==> src/rtl/lqrbw_pkg.sv <==
// Package for the balancing wheel command block: field widths, limits,
// micro-operation codes and the microcode table. No dependencies.
`default_nettype none

package lqrbw_pkg;

    // Field widths
    localparam int PITCH_W      = 19;
    localparam int RATE_W       = 23;
    localparam int VEL_W        = 21;
    localparam int YAW_RATE_W   = 22;
    localparam int DT_W         = 13;
    localparam int BODY_W       = 32;
    localparam int WHEEL_W      = 24;
    localparam int GAIN_W       = 27;
    localparam int FACTOR_W     = 23;
    localparam int INTEGRAL_W   = 15;

    // Configuration port
    localparam int CFG_INDEX_W  = 3;
    localparam int CFG_DATA_W   = 27;

    localparam logic [CFG_INDEX_W-1:0] REG_GAIN_PITCH      = 3'd0;
    localparam logic [CFG_INDEX_W-1:0] REG_GAIN_OMEGA      = 3'd1;
    localparam logic [CFG_INDEX_W-1:0] REG_GAIN_VELOCITY   = 3'd2;
    localparam logic [CFG_INDEX_W-1:0] REG_GAIN_INTEGRAL   = 3'd3;
    localparam logic [CFG_INDEX_W-1:0] REG_PITCH_OFFSET    = 3'd4;
    localparam logic [CFG_INDEX_W-1:0] REG_WHEEL_LIMIT     = 3'd5;
    localparam logic [CFG_INDEX_W-1:0] REG_LINEAR_TO_WHEEL = 3'd6;
    localparam logic [CFG_INDEX_W-1:0] REG_YAW_TO_WHEEL    = 3'd7;

    // Shared multiplier: 32 x 28 signed, product registered
    localparam int MUL_A_W  = 32;
    localparam int MUL_B_W  = 28;
    localparam int PROD_W   = MUL_A_W + MUL_B_W;
    localparam int FRAC_W   = 16;
    localparam int SHIFT_W  = PROD_W - FRAC_W;

    // Q16.16 constants: 0.05 and 0.2
    localparam int DELTA_LIMIT    = 3277;
    localparam int INTEGRAL_LIMIT = 13107;

    // Microprogram
    localparam int STEP_W   = 4;

    typedef logic [STEP_W-1:0] step_t;

    typedef enum logic [2:0] {
        MUL_NONE,
        MUL_VEL_DT,
        MUL_KP,
        MUL_KR,
        MUL_KV,
        MUL_KI,
        MUL_LIN,
        MUL_YAW
    } mul_op_t;

    typedef enum logic [1:0] {
        ACC_HOLD,
        ACC_LOAD,
        ACC_ADD
    } acc_op_t;

    typedef enum logic [2:0] {
        U_NONE,
        U_TARGET,
        U_CLEAR,
        U_INTEG,
        U_BODY,
        U_WHEELS
    } unit_op_t;

    typedef enum logic [1:0] {
        SEQ_NEXT,
        SEQ_SKIP_IF_CALM,
        SEQ_END
    } seq_op_t;

    typedef struct packed {
        mul_op_t  mul_op;
        acc_op_t  acc_op;
        unit_op_t unit_op;
        seq_op_t  seq_op;
        step_t    jump;
    } ucode_t;

    localparam ucode_t UCODE_NOP = '{MUL_NONE, ACC_HOLD, U_NONE, SEQ_NEXT, step_t'(0)};

    // Control store. The product of a step is ready in the step after it.
    function automatic ucode_t microcode(input step_t step);
        ucode_t word;
        word = UCODE_NOP;
        unique case (step)
            // error times dt, record target, skip the clear on a small change
            4'd0:  word = '{MUL_VEL_DT, ACC_HOLD, U_TARGET, SEQ_SKIP_IF_CALM, step_t'(2)};
            4'd1:  word = '{MUL_NONE,   ACC_HOLD, U_CLEAR,  SEQ_NEXT, step_t'(0)};
            4'd2:  word = '{MUL_KP,     ACC_HOLD, U_INTEG,  SEQ_NEXT, step_t'(0)};
            4'd3:  word = '{MUL_KR,     ACC_LOAD, U_NONE,   SEQ_NEXT, step_t'(0)};
            4'd4:  word = '{MUL_KV,     ACC_ADD,  U_NONE,   SEQ_NEXT, step_t'(0)};
            4'd5:  word = '{MUL_KI,     ACC_ADD,  U_NONE,   SEQ_NEXT, step_t'(0)};
            4'd6:  word = '{MUL_NONE,   ACC_ADD,  U_NONE,   SEQ_NEXT, step_t'(0)};
            4'd7:  word = '{MUL_NONE,   ACC_HOLD, U_BODY,   SEQ_NEXT, step_t'(0)};
            4'd8:  word = '{MUL_LIN,    ACC_HOLD, U_NONE,   SEQ_NEXT, step_t'(0)};
            4'd9:  word = '{MUL_YAW,    ACC_LOAD, U_NONE,   SEQ_NEXT, step_t'(0)};
            4'd10: word = '{MUL_NONE,   ACC_HOLD, U_WHEELS, SEQ_END,  step_t'(0)};
            default: word = UCODE_NOP;
        endcase
        return word;
    endfunction

endpackage

`default_nettype wire

==> src/rtl/lqrbw_tick_if.sv <==
// Input channel for one control tick: valid/ready handshake and sensor fields.
// Depends on lqrbw_pkg for field widths.
`default_nettype none

interface lqrbw_tick_if;
    import lqrbw_pkg::*;

    logic                          valid;
    logic                          ready;
    logic signed [PITCH_W-1:0]     pitch;
    logic signed [RATE_W-1:0]      pitch_omega;
    logic signed [VEL_W-1:0]       measured_velocity;
    logic signed [VEL_W-1:0]       target_velocity;
    logic signed [YAW_RATE_W-1:0]  yaw_demand;
    logic        [DT_W-1:0]        time_step;

    modport source (
        output valid, pitch, pitch_omega, measured_velocity, target_velocity,
               yaw_demand, time_step,
        input  ready
    );

    modport sink (
        input  valid, pitch, pitch_omega, measured_velocity, target_velocity,
               yaw_demand, time_step,
        output ready
    );
endinterface

`default_nettype wire

==> src/rtl/lqrbw_cmd_if.sv <==
// Output channel for one command beat: valid/ready handshake and commands.
// Depends on lqrbw_pkg for field widths.
`default_nettype none

interface lqrbw_cmd_if;
    import lqrbw_pkg::*;

    logic                       valid;
    logic                       ready;
    logic signed [BODY_W-1:0]   body_velocity_cmd;
    logic signed [WHEEL_W-1:0]  left_wheel_cmd;
    logic signed [WHEEL_W-1:0]  right_wheel_cmd;

    modport source (
        output valid, body_velocity_cmd, left_wheel_cmd, right_wheel_cmd,
        input  ready
    );

    modport sink (
        input  valid, body_velocity_cmd, left_wheel_cmd, right_wheel_cmd,
        output ready
    );
endinterface

`default_nettype wire

==> src/rtl/lqrbw_sequencer.sv <==
// Microcode sequencer: step counter, control store lookup and jumps.
// Depends on lqrbw_pkg for the control word and the microprogram.
`default_nettype none

module lqrbw_sequencer (
    input  logic              clk,
    input  logic              rst_n,
    input  logic              start,
    input  logic              calm,
    input  logic              hold,
    output lqrbw_pkg::ucode_t ctrl,
    output logic              busy
);
    import lqrbw_pkg::*;

    step_t  step_reg;
    step_t  step_next;
    logic   busy_reg;
    logic   busy_next;
    ucode_t word;

    assign word = microcode(step_reg);

    // Advance, jump or finish the program
    always_comb
    begin
        step_next = step_reg;
        busy_next = busy_reg;
        if (!busy_reg)
        begin
            if (start)
            begin
                busy_next = 1'b1;
                step_next = '0;
            end
        end
        else
        begin
            unique case (word.seq_op)
                SEQ_NEXT:
                    step_next = step_reg + 1'b1;
                SEQ_SKIP_IF_CALM:
                    step_next = calm ? word.jump : step_reg + 1'b1;
                SEQ_END:
                    if (!hold)
                    begin
                        busy_next = 1'b0;
                    end
                default:
                    busy_next = 1'b0;
            endcase
        end
    end

    always_ff @(posedge clk or negedge rst_n)
    begin
        if (!rst_n)
        begin
            step_reg <= '0;
            busy_reg <= 1'b0;
        end
        else
        begin
            step_reg <= step_next;
            busy_reg <= busy_next;
        end
    end

    // Issue no-ops while idle
    assign ctrl = busy_reg ? word : UCODE_NOP;
    assign busy = busy_reg;

endmodule

`default_nettype wire

==> src/rtl/lqr_balance_wheel_command_core.sv <==
// Balancing wheel command core: a microprogram on one shared 32x28 multiplier.
// The result beat is loaded into the output register on the final step; a large
// target move adds a step that clears the integral. A new tick is taken only
// once the program has finished, and the final step is held while the previous
// beat waits in the output register. Reset clears the integral, the previous
// target and the handshakes and loads the register defaults (lin factor 1.0).
`default_nettype none

module lqr_balance_wheel_command_core (
    input  logic                                clk,
    input  logic                                rst_n,
    lqrbw_tick_if.sink                          tick,
    lqrbw_cmd_if.source                         cmd,
    input  logic                                cfg_wr_en,
    input  logic [lqrbw_pkg::CFG_INDEX_W-1:0]   cfg_index,
    input  logic [lqrbw_pkg::CFG_DATA_W-1:0]    cfg_data
);
    import lqrbw_pkg::*;

    localparam logic signed [SHIFT_W-1:0] BODY_MAX = SHIFT_W'(64'sd2147483647);
    localparam logic signed [SHIFT_W-1:0] BODY_MIN = SHIFT_W'(-64'sd2147483648);
    localparam logic signed [VEL_W:0]     DELTA_HI = (VEL_W+1)'(DELTA_LIMIT);
    localparam logic signed [VEL_W:0]     DELTA_LO = (VEL_W+1)'(-DELTA_LIMIT);
    localparam int                        ISUM_W   = VEL_W;
    localparam logic signed [ISUM_W-1:0]  INT_HI   = ISUM_W'(INTEGRAL_LIMIT);
    localparam logic signed [ISUM_W-1:0]  INT_LO   = ISUM_W'(-INTEGRAL_LIMIT);

    // Configuration registers
    logic signed [GAIN_W-1:0]   gain_pitch_reg;
    logic signed [GAIN_W-1:0]   gain_omega_reg;
    logic signed [GAIN_W-1:0]   gain_velocity_reg;
    logic signed [GAIN_W-1:0]   gain_integral_reg;
    logic signed [PITCH_W-1:0]  pitch_offset_reg;
    logic        [FACTOR_W-1:0] wheel_limit_reg;
    logic        [FACTOR_W-1:0] linear_to_wheel_reg;
    logic        [FACTOR_W-1:0] yaw_to_wheel_reg;

    // Latched tick
    logic signed [PITCH_W-1:0]    pitch_reg;
    logic signed [RATE_W-1:0]     pitch_omega_reg;
    logic signed [VEL_W-1:0]      measured_reg;
    logic signed [VEL_W-1:0]      target_reg;
    logic signed [YAW_RATE_W-1:0] yaw_rate_reg;
    logic        [DT_W-1:0]       dt_reg;

    // Controller state and datapath
    logic signed [VEL_W-1:0]      prev_target_reg;
    logic signed [VEL_W-1:0]      prev_target_next;
    logic signed [INTEGRAL_W-1:0] integral_reg;
    logic signed [INTEGRAL_W-1:0] integral_next;
    logic signed [PROD_W-1:0]     prod_reg;
    logic signed [PROD_W-1:0]     prod_next;
    logic signed [PROD_W-1:0]     acc_reg;
    logic signed [PROD_W-1:0]     acc_next;
    logic signed [BODY_W-1:0]     body_reg;
    logic signed [BODY_W-1:0]     body_next;

    // Output register
    logic                         out_valid_reg;
    logic                         out_valid_next;
    logic signed [BODY_W-1:0]     out_body_reg;
    logic signed [WHEEL_W-1:0]    out_left_reg;
    logic signed [WHEEL_W-1:0]    out_right_reg;

    logic                         accept;
    logic                         busy;
    logic                         calm;
    logic                         out_hold;
    logic                         emit;
    ucode_t                       ctrl;

    logic signed [PITCH_W:0]      pitch_err;
    logic signed [VEL_W:0]        vel_err;
    logic signed [VEL_W:0]        delta;
    logic signed [MUL_A_W-1:0]    mul_a;
    logic signed [MUL_B_W-1:0]    mul_b;
    logic signed [ISUM_W-1:0]     integ_sum;
    logic signed [PROD_W-1:0]     body_neg;
    logic signed [SHIFT_W-1:0]    body_shift;
    logic signed [PROD_W-1:0]     wheel_diff;
    logic signed [PROD_W-1:0]     wheel_sum;
    logic signed [SHIFT_W-1:0]    wheel_lim;
    logic signed [WHEEL_W-1:0]    left_cmd;
    logic signed [WHEEL_W-1:0]    right_cmd;

    // Clamp a shifted wheel value to the symmetric limit
    function automatic logic signed [WHEEL_W-1:0] wheel_clamp(
        input logic signed [SHIFT_W-1:0] v,
        input logic signed [SHIFT_W-1:0] lim
    );
        logic signed [SHIFT_W-1:0] r;
        r = v;
        if (v < -lim)
        begin
            r = -lim;
        end
        else if (v > lim)
        begin
            r = lim;
        end
        return r[WHEEL_W-1:0];
    endfunction

    lqrbw_sequencer u_seq (
        .clk   (clk),
        .rst_n (rst_n),
        .start (accept),
        .calm  (calm),
        .hold  (out_hold),
        .ctrl  (ctrl),
        .busy  (busy)
    );

    assign tick.ready = !busy;
    assign accept     = tick.valid && !busy;
    assign out_hold   = out_valid_reg && !cmd.ready;
    assign emit       = (ctrl.unit_op == U_WHEELS) && !out_hold;

    // Configuration writes
    always_ff @(posedge clk or negedge rst_n)
    begin
        if (!rst_n)
        begin
            gain_pitch_reg      <= '0;
            gain_omega_reg      <= '0;
            gain_velocity_reg   <= '0;
            gain_integral_reg   <= '0;
            pitch_offset_reg    <= '0;
            wheel_limit_reg     <= '0;
            linear_to_wheel_reg <= FACTOR_W'(65536);
            yaw_to_wheel_reg    <= '0;
        end
        else if (cfg_wr_en)
        begin
            unique case (cfg_index)
                REG_GAIN_PITCH:      gain_pitch_reg      <= cfg_data[GAIN_W-1:0];
                REG_GAIN_OMEGA:      gain_omega_reg      <= cfg_data[GAIN_W-1:0];
                REG_GAIN_VELOCITY:   gain_velocity_reg   <= cfg_data[GAIN_W-1:0];
                REG_GAIN_INTEGRAL:   gain_integral_reg   <= cfg_data[GAIN_W-1:0];
                REG_PITCH_OFFSET:    pitch_offset_reg    <= cfg_data[PITCH_W-1:0];
                REG_WHEEL_LIMIT:     wheel_limit_reg     <= cfg_data[FACTOR_W-1:0];
                REG_LINEAR_TO_WHEEL: linear_to_wheel_reg <= cfg_data[FACTOR_W-1:0];
                REG_YAW_TO_WHEEL:    yaw_to_wheel_reg    <= cfg_data[FACTOR_W-1:0];
                default:             ;
            endcase
        end
    end

    // Capture the tick beat
    always_ff @(posedge clk)
    begin
        if (accept)
        begin
            pitch_reg       <= tick.pitch;
            pitch_omega_reg <= tick.pitch_omega;
            measured_reg    <= tick.measured_velocity;
            target_reg      <= tick.target_velocity;
            yaw_rate_reg    <= tick.yaw_demand;
            dt_reg          <= tick.time_step;
        end
    end

    // Error terms and target step test
    assign pitch_err = (PITCH_W+1)'(pitch_reg) - (PITCH_W+1)'(pitch_offset_reg);
    assign vel_err   = (VEL_W+1)'(target_reg) - (VEL_W+1)'(measured_reg);
    assign delta     = (VEL_W+1)'(target_reg) - (VEL_W+1)'(prev_target_reg);
    assign calm      = (delta <= DELTA_HI) && (delta >= DELTA_LO);

    // Select multiplier operands
    always_comb
    begin
        mul_a = '0;
        mul_b = '0;
        unique case (ctrl.mul_op)
            MUL_NONE:
            begin
                mul_a = '0;
                mul_b = '0;
            end
            MUL_VEL_DT:
            begin
                mul_a = MUL_A_W'(vel_err);
                mul_b = $signed(MUL_B_W'(dt_reg));
            end
            MUL_KP:
            begin
                mul_a = MUL_A_W'(pitch_err);
                mul_b = MUL_B_W'(gain_pitch_reg);
            end
            MUL_KR:
            begin
                mul_a = MUL_A_W'(pitch_omega_reg);
                mul_b = MUL_B_W'(gain_omega_reg);
            end
            MUL_KV:
            begin
                mul_a = MUL_A_W'(vel_err);
                mul_b = MUL_B_W'(gain_velocity_reg);
            end
            MUL_KI:
            begin
                mul_a = MUL_A_W'(integral_reg);
                mul_b = MUL_B_W'(gain_integral_reg);
            end
            MUL_LIN:
            begin
                mul_a = body_reg;
                mul_b = $signed(MUL_B_W'(linear_to_wheel_reg));
            end
            MUL_YAW:
            begin
                mul_a = MUL_A_W'(yaw_rate_reg);
                mul_b = $signed(MUL_B_W'(yaw_to_wheel_reg));
            end
            default:
            begin
                mul_a = '0;
                mul_b = '0;
            end
        endcase
    end

    // Multiply and accumulate
    always_comb
    begin
        prod_next = prod_reg;
        if (ctrl.mul_op != MUL_NONE)
        begin
            prod_next = PROD_W'(mul_a * mul_b);
        end
        acc_next = acc_reg;
        unique case (ctrl.acc_op)
            ACC_HOLD: acc_next = acc_reg;
            ACC_LOAD: acc_next = prod_reg;
            ACC_ADD:  acc_next = acc_reg + prod_reg;
            default:  acc_next = acc_reg;
        endcase
    end

    // Integral update: floor shift of error*dt, add, clamp to +-0.2
    assign integ_sum = ISUM_W'(integral_reg) + prod_reg[FRAC_W +: ISUM_W];

    // Body command: negate, floor shift, saturate to 32 bits
    assign body_neg   = -acc_reg;
    assign body_shift = body_neg[PROD_W-1:FRAC_W];

    // Wheels: base -+ spin, floor shift, clamp to the wheel limit
    assign wheel_diff = acc_reg - prod_reg;
    assign wheel_sum  = acc_reg + prod_reg;
    assign wheel_lim  = $signed(SHIFT_W'(wheel_limit_reg));
    assign left_cmd   = wheel_clamp(wheel_diff[PROD_W-1:FRAC_W], wheel_lim);
    assign right_cmd  = wheel_clamp(wheel_sum[PROD_W-1:FRAC_W], wheel_lim);

    always_comb
    begin
        prev_target_next = prev_target_reg;
        integral_next    = integral_reg;
        body_next        = body_reg;
        unique case (ctrl.unit_op)
            U_NONE:
                ;
            U_TARGET:
                prev_target_next = target_reg;
            U_CLEAR:
                integral_next = '0;
            U_INTEG:
            begin
                if (integ_sum > INT_HI)
                begin
                    integral_next = INTEGRAL_W'(INT_HI);
                end
                else if (integ_sum < INT_LO)
                begin
                    integral_next = INTEGRAL_W'(INT_LO);
                end
                else
                begin
                    integral_next = integ_sum[INTEGRAL_W-1:0];
                end
            end
            U_BODY:
            begin
                if (body_shift > BODY_MAX)
                begin
                    body_next = BODY_MAX[BODY_W-1:0];
                end
                else if (body_shift < BODY_MIN)
                begin
                    body_next = BODY_MIN[BODY_W-1:0];
                end
                else
                begin
                    body_next = body_shift[BODY_W-1:0];
                end
            end
            U_WHEELS:
                ;
            default:
                ;
        endcase
    end

    // Hold the beat until taken; load a new one on the last step
    always_comb
    begin
        out_valid_next = out_valid_reg;
        if (emit)
        begin
            out_valid_next = 1'b1;
        end
        else if (cmd.ready)
        begin
            out_valid_next = 1'b0;
        end
    end

    always_ff @(posedge clk or negedge rst_n)
    begin
        if (!rst_n)
        begin
            prev_target_reg <= '0;
            integral_reg    <= '0;
            out_valid_reg   <= 1'b0;
        end
        else
        begin
            prev_target_reg <= prev_target_next;
            integral_reg    <= integral_next;
            out_valid_reg   <= out_valid_next;
        end
    end

    always_ff @(posedge clk)
    begin
        prod_reg <= prod_next;
        acc_reg  <= acc_next;
        body_reg <= body_next;
        if (emit)
        begin
            out_body_reg  <= body_reg;
            out_left_reg  <= left_cmd;
            out_right_reg <= right_cmd;
        end
    end

    assign cmd.valid             = out_valid_reg;
    assign cmd.body_velocity_cmd = out_body_reg;
    assign cmd.left_wheel_cmd    = out_left_reg;
    assign cmd.right_wheel_cmd   = out_right_reg;

`ifndef SYNTHESIS
    a_integral_bound: assert property (@(posedge clk) disable iff (!rst_n)
        (integral_reg <= INTEGRAL_W'(INTEGRAL_LIMIT))
            && (integral_reg >= INTEGRAL_W'(-INTEGRAL_LIMIT)))
        else $error("velocity integral outside its clamp");

    a_beat_from_last_step: assert property (@(posedge clk) disable iff (!rst_n)
        $rose(cmd.valid) |-> $past(ctrl.unit_op == U_WHEELS))
        else $error("result beat raised outside the final step");

    a_accept_starts_program: assert property (@(posedge clk) disable iff (!rst_n)
        (tick.valid && tick.ready) |=> (busy && ctrl.unit_op == U_TARGET))
        else $error("accepted tick did not start the program");

    a_stall_keeps_program: assert property (@(posedge clk) disable iff (!rst_n)
        (ctrl.unit_op == U_WHEELS && cmd.valid && !cmd.ready)
            |=> (busy && ctrl.unit_op == U_WHEELS))
        else $error("final step left while the output beat was stalled");
`endif

endmodule

`default_nettype wire
==> src/flat_wrapper.sv <==
// flat-port wrapper written by rule: the top's interface ports become plain ports
module lqr_balance_wheel_command_core_flat import lqrbw_pkg::*;
  (clk, rst_n, cfg_wr_en, cfg_index, cfg_data, tick_valid, tick_pitch, tick_pitch_omega, tick_measured_velocity, tick_target_velocity, tick_yaw_demand, tick_time_step, tick_ready, cmd_valid, cmd_body_velocity_cmd, cmd_left_wheel_cmd, cmd_right_wheel_cmd, cmd_ready);
  lqrbw_tick_if tick_i ();
  lqrbw_cmd_if cmd_i ();
  input  logic clk;
  input  logic rst_n;
  input  logic cfg_wr_en;
  input  logic [lqrbw_pkg::CFG_INDEX_W-1:0] cfg_index;
  input  logic [lqrbw_pkg::CFG_DATA_W-1:0] cfg_data;
  input wire logic [$bits(tick_i.valid)-1:0] tick_valid;
  input wire logic [$bits(tick_i.pitch)-1:0] tick_pitch;
  input wire logic [$bits(tick_i.pitch_omega)-1:0] tick_pitch_omega;
  input wire logic [$bits(tick_i.measured_velocity)-1:0] tick_measured_velocity;
  input wire logic [$bits(tick_i.target_velocity)-1:0] tick_target_velocity;
  input wire logic [$bits(tick_i.yaw_demand)-1:0] tick_yaw_demand;
  input wire logic [$bits(tick_i.time_step)-1:0] tick_time_step;
  output wire logic [$bits(tick_i.ready)-1:0] tick_ready;
  output wire logic [$bits(cmd_i.valid)-1:0] cmd_valid;
  output wire logic [$bits(cmd_i.body_velocity_cmd)-1:0] cmd_body_velocity_cmd;
  output wire logic [$bits(cmd_i.left_wheel_cmd)-1:0] cmd_left_wheel_cmd;
  output wire logic [$bits(cmd_i.right_wheel_cmd)-1:0] cmd_right_wheel_cmd;
  input wire logic [$bits(cmd_i.ready)-1:0] cmd_ready;
  assign tick_i.valid = tick_valid;
  assign tick_i.pitch = tick_pitch;
  assign tick_i.pitch_omega = tick_pitch_omega;
  assign tick_i.measured_velocity = tick_measured_velocity;
  assign tick_i.target_velocity = tick_target_velocity;
  assign tick_i.yaw_demand = tick_yaw_demand;
  assign tick_i.time_step = tick_time_step;
  assign tick_ready = tick_i.ready;
  assign cmd_valid = cmd_i.valid;
  assign cmd_body_velocity_cmd = cmd_i.body_velocity_cmd;
  assign cmd_left_wheel_cmd = cmd_i.left_wheel_cmd;
  assign cmd_right_wheel_cmd = cmd_i.right_wheel_cmd;
  assign cmd_i.ready = cmd_ready;
  lqr_balance_wheel_command_core u_core (.clk(clk), .rst_n(rst_n), .tick(tick_i), .cmd(cmd_i), .cfg_wr_en(cfg_wr_en), .cfg_index(cfg_index), .cfg_data(cfg_data));
endmodule
==> config.mk <==
export PLATFORM = sky130hd
export DESIGN_NAME = lqr_balance_wheel_command_core_flat
export DESIGN_NICKNAME = d
export VERILOG_FILES = /design/src/rtl/lqrbw_pkg.sv /design/src/rtl/lqrbw_tick_if.sv /design/src/rtl/lqrbw_cmd_if.sv /design/src/rtl/lqrbw_sequencer.sv /design/src/rtl/lqr_balance_wheel_command_core.sv /design/src/flat_wrapper.sv
export SDC_FILE = /design/constraint.sdc
export NUM_CORES = 2
export LEC_CHECK = 0
export BUFFER_PORTS_ARGS = -buffer_cell sky130_fd_sc_hd__buf_2
export CORE_AREA = 10 10 459 461
export CTS_CLUSTER_DIAMETER = 60
export DETAILED_ROUTE_END_ITERATION = 10
export DIE_AREA = 0 0 469 471
export GPL_TIMING_DRIVEN = 0
export HOLD_SLACK_MARGIN = 0.02
export PLACE_DENSITY = 0.52
export SKIP_CTS_REPAIR_TIMING = 1
export SYNTH_ARGS = -nofsm -noshare
export SYNTH_HDL_FRONTEND = slang
export SYNTH_HIERARCHICAL = 1
export SYNTH_SLANG_ARGS = --single-unit
==> constraint.sdc <==
create_clock -name clk -period 14.95 [get_ports clk]
set_input_delay 1.495 -clock clk [delete_from_list [all_inputs] [get_ports clk]]
set_output_delay 1.495 -clock clk [all_outputs]
set_load 0.01 [all_outputs]
==> flow_metrics.tcl <==
set metrics [dict create \
    status "finished, final reports clean" \
    grt_max_degree 116 \
    insertion_delay_ns 0.73 \
    totalWireLength_microns 297000 \
    antenna_found_initial 18 \
    ant_nets 0 \
    hold_path_depth 1 \
    drt-initial-drc-count 5166 \
    hp-class "reg2reg" \
    top_usage_layer "met2" \
    setup_slack_ns 0.441 \
    grt_pass1_wl_microns 424000 \
    fin_crit_sh_pct 97.0 \
    core_area_sq_um 201000 \
    grt-ovfl-total 0 \
    grt_pass1_vias 58562 \
    dp_cells 10383 \
    die_area_sq_um 221000 \
    hold_viol_final 0 \
    cts_inserted_buffers 81 \
    final_layout_size_suffix_gt1_share_pct 9.16 \
    worstPathMaxFanout 10 \
    synthesis.instances 7438 \
    syn_area_sq_um 70000 \
    multiInputGateArea_sq_um 47900 \
    nets 9413 \
    max_freq_mhz 68.9 \
    critPathLaunchType "flop" \
    tightest_slew_ns 1.39 \
    io_pins 236 \
    setup_viol 0 \
    setup_tns_ns 0 \
    cp-end-kind "flop" \
    cts_buffer_depth 3 \
    final_area_sq_um 78200 \
    yosysWarnings 6 \
    slowest_delay_ns 0.84 \
    worst_ep_arrival_time_ns 14.99 \
    synth_nets 9057 \
    cts.clk_slew.worst_paths_ns 0.06 \
    grtUsageMet2_pct 41.9 \
    layout.cells.non_filler 10545 \
    area_delta_synth_final_pct 11.7 \
    place_ws_ns 0.169 \
    reg2reg_depth 45 \
    num_vias 57068 \
    htree_levels 3 \
    period_needed_ns 14.51 \
    root_buffer "clkbuf_16" \
    clkSinkCount 589 \
    wire_per_inst_microns 28.2 \
    cts_tree "yes" \
    dr.pass1.iters 6 \
    maxSlewHeadroom_pct 6.09 \
    drc 0 \
    io_buffer_count 233 \
    fp.dieW_microns 469 \
    drv_slew 0 \
    grt_util_met3_pct 4.24 \
    hpwl_microns 248000 \
    skew_ns 0.0444 \
    seqCellArea_sq_um 16500 \
    fill_cells 20485 \
    start_util_pct 34.8 \
    max_cap_violations 0 \
    grt_usage_pct 26.4 \
    gr-usage-met1_pct 35.1 \
    dieHeight_microns 471 \
    postSynthAreaPerCell_sq_um 9.42 \
    critPathRequiredTime_ns 15.43 \
    place_congestion 0.986 \
    vias_per_cell 5.41 \
    rows 165 \
    cpMaxStageDelayCell "clkdlybuf4s15_1" \
    crit_type "reg2reg" \
    dpl-instance-area_sq_um 75300 \
]
-- cell usage in the layout, fill, tap and decap left out, types with 16 or more instances in the layout --
master / n
inv_1: 1191
fa_1: 932
nand2_1: 798
nor2_1: 679
ha_1: 532
edfxtp_1: 351
a21oi_1: 345
o21ai_0: 309
clkbuf_1: 298
dfrtp_1: 237
buf_2: 236
mux2_2: 197
xnor2_1: 180
a21o_1: 127
nor3_1: 109
nand3_1: 83
clkbuf_16: 81
nor2b_1: 71
xor2_1: 62
and2_1: 52
nor4_1: 46
nand2b_1: 46
nand4_1: 45
a22o_1: 45
or3_1: 43
a22oi_1: 42
and3_1: 36
o21a_1: 36
o21bai_1: 32
a211oi_1: 31
a31oi_1: 30
o31ai_1: 30
or2_2: 30
a221o_1: 30
mux2i_1: 27
o41ai_1: 26
buf_1: 25
o211ai_1: 22
a2111oi_0: 16
a221oi_1: 16
-- per-layer routing --
metal / share of wire [%] / wire [microns] / vias up
met5: 0.0044 / 13 / -
met4: 5.8 / 17200 / 2
met3: 6.6 / 19700 / 467
met2: 45 / 134000 / 2216
met1: 42 / 126000 / 29144
li1: - / - / 25239
-- per-stage QoR --
stage / hold slack, ns / util [%]
detailed placement: 0.492 / 37.4
CTS: 0.505 / 38.8
global route: 0.513 / 38.9
finish: 0.501 / 38.9
global placement: 0.481 / 37.0
floorplan: 0.421 / -
-- area by class of cell --
class / count / area share (%)
diodes: 11 / 0.0352
plain buffers: 335 / 1.70
clock buffers: 91 / 2.70
clock inverters: 60 / 0.931
inverters: 1197 / 5.75
multi-input cells: 5315 / 61.3
flip-flops and latches: 589 / 21.1
well taps: 2672 / 4.27
repair buffers: 275 / 2.26
-- critical path: cells and delay by family, from the launching register on --
family,cells,cell delay [ns]
adder cells (fa/ha/maj),10,4.38
flip-flops,1,0.45
AO/OA/AOI/OAI,15,4.26
buffers and inverters,15,4.38
AND/OR/NAND/NOR,4,0.62
XOR/XNOR,1,0.09
-- worst paths after layout --
path | slack [ns] | to | from
worst min register to register | 0.50 | u_core/gain_integral_reg[0]$_DFFE_PN0P_ | u_core/gain_integral_reg[0]$_DFFE_PN0P_
worst min-delay path | 0.50 | u_core/gain_integral_reg[0]$_DFFE_PN0P_ | u_core/gain_integral_reg[0]$_DFFE_PN0P_
worst max-delay path | 0.44 | u_core/prod_reg[59]$_DFFE_PP_ | u_core/u_seq/step_reg[1]$_DFFE_PN0P_
max in group asynchronous | 12.86 | u_core/wheel_limit_reg[22]$_DFFE_PN0P_ | rst_n
worst max register to register | 0.44 | u_core/prod_reg[59]$_DFFE_PP_ | u_core/u_seq/step_reg[1]$_DFFE_PN0P_
min in group asynchronous | 0.63 | u_core/prev_target_reg[14]$_DFFE_PN0N_ | rst_n
Power is not shown: default switching activity piles up to over one toggle a cycle in this logic, so the estimate is an artifact.
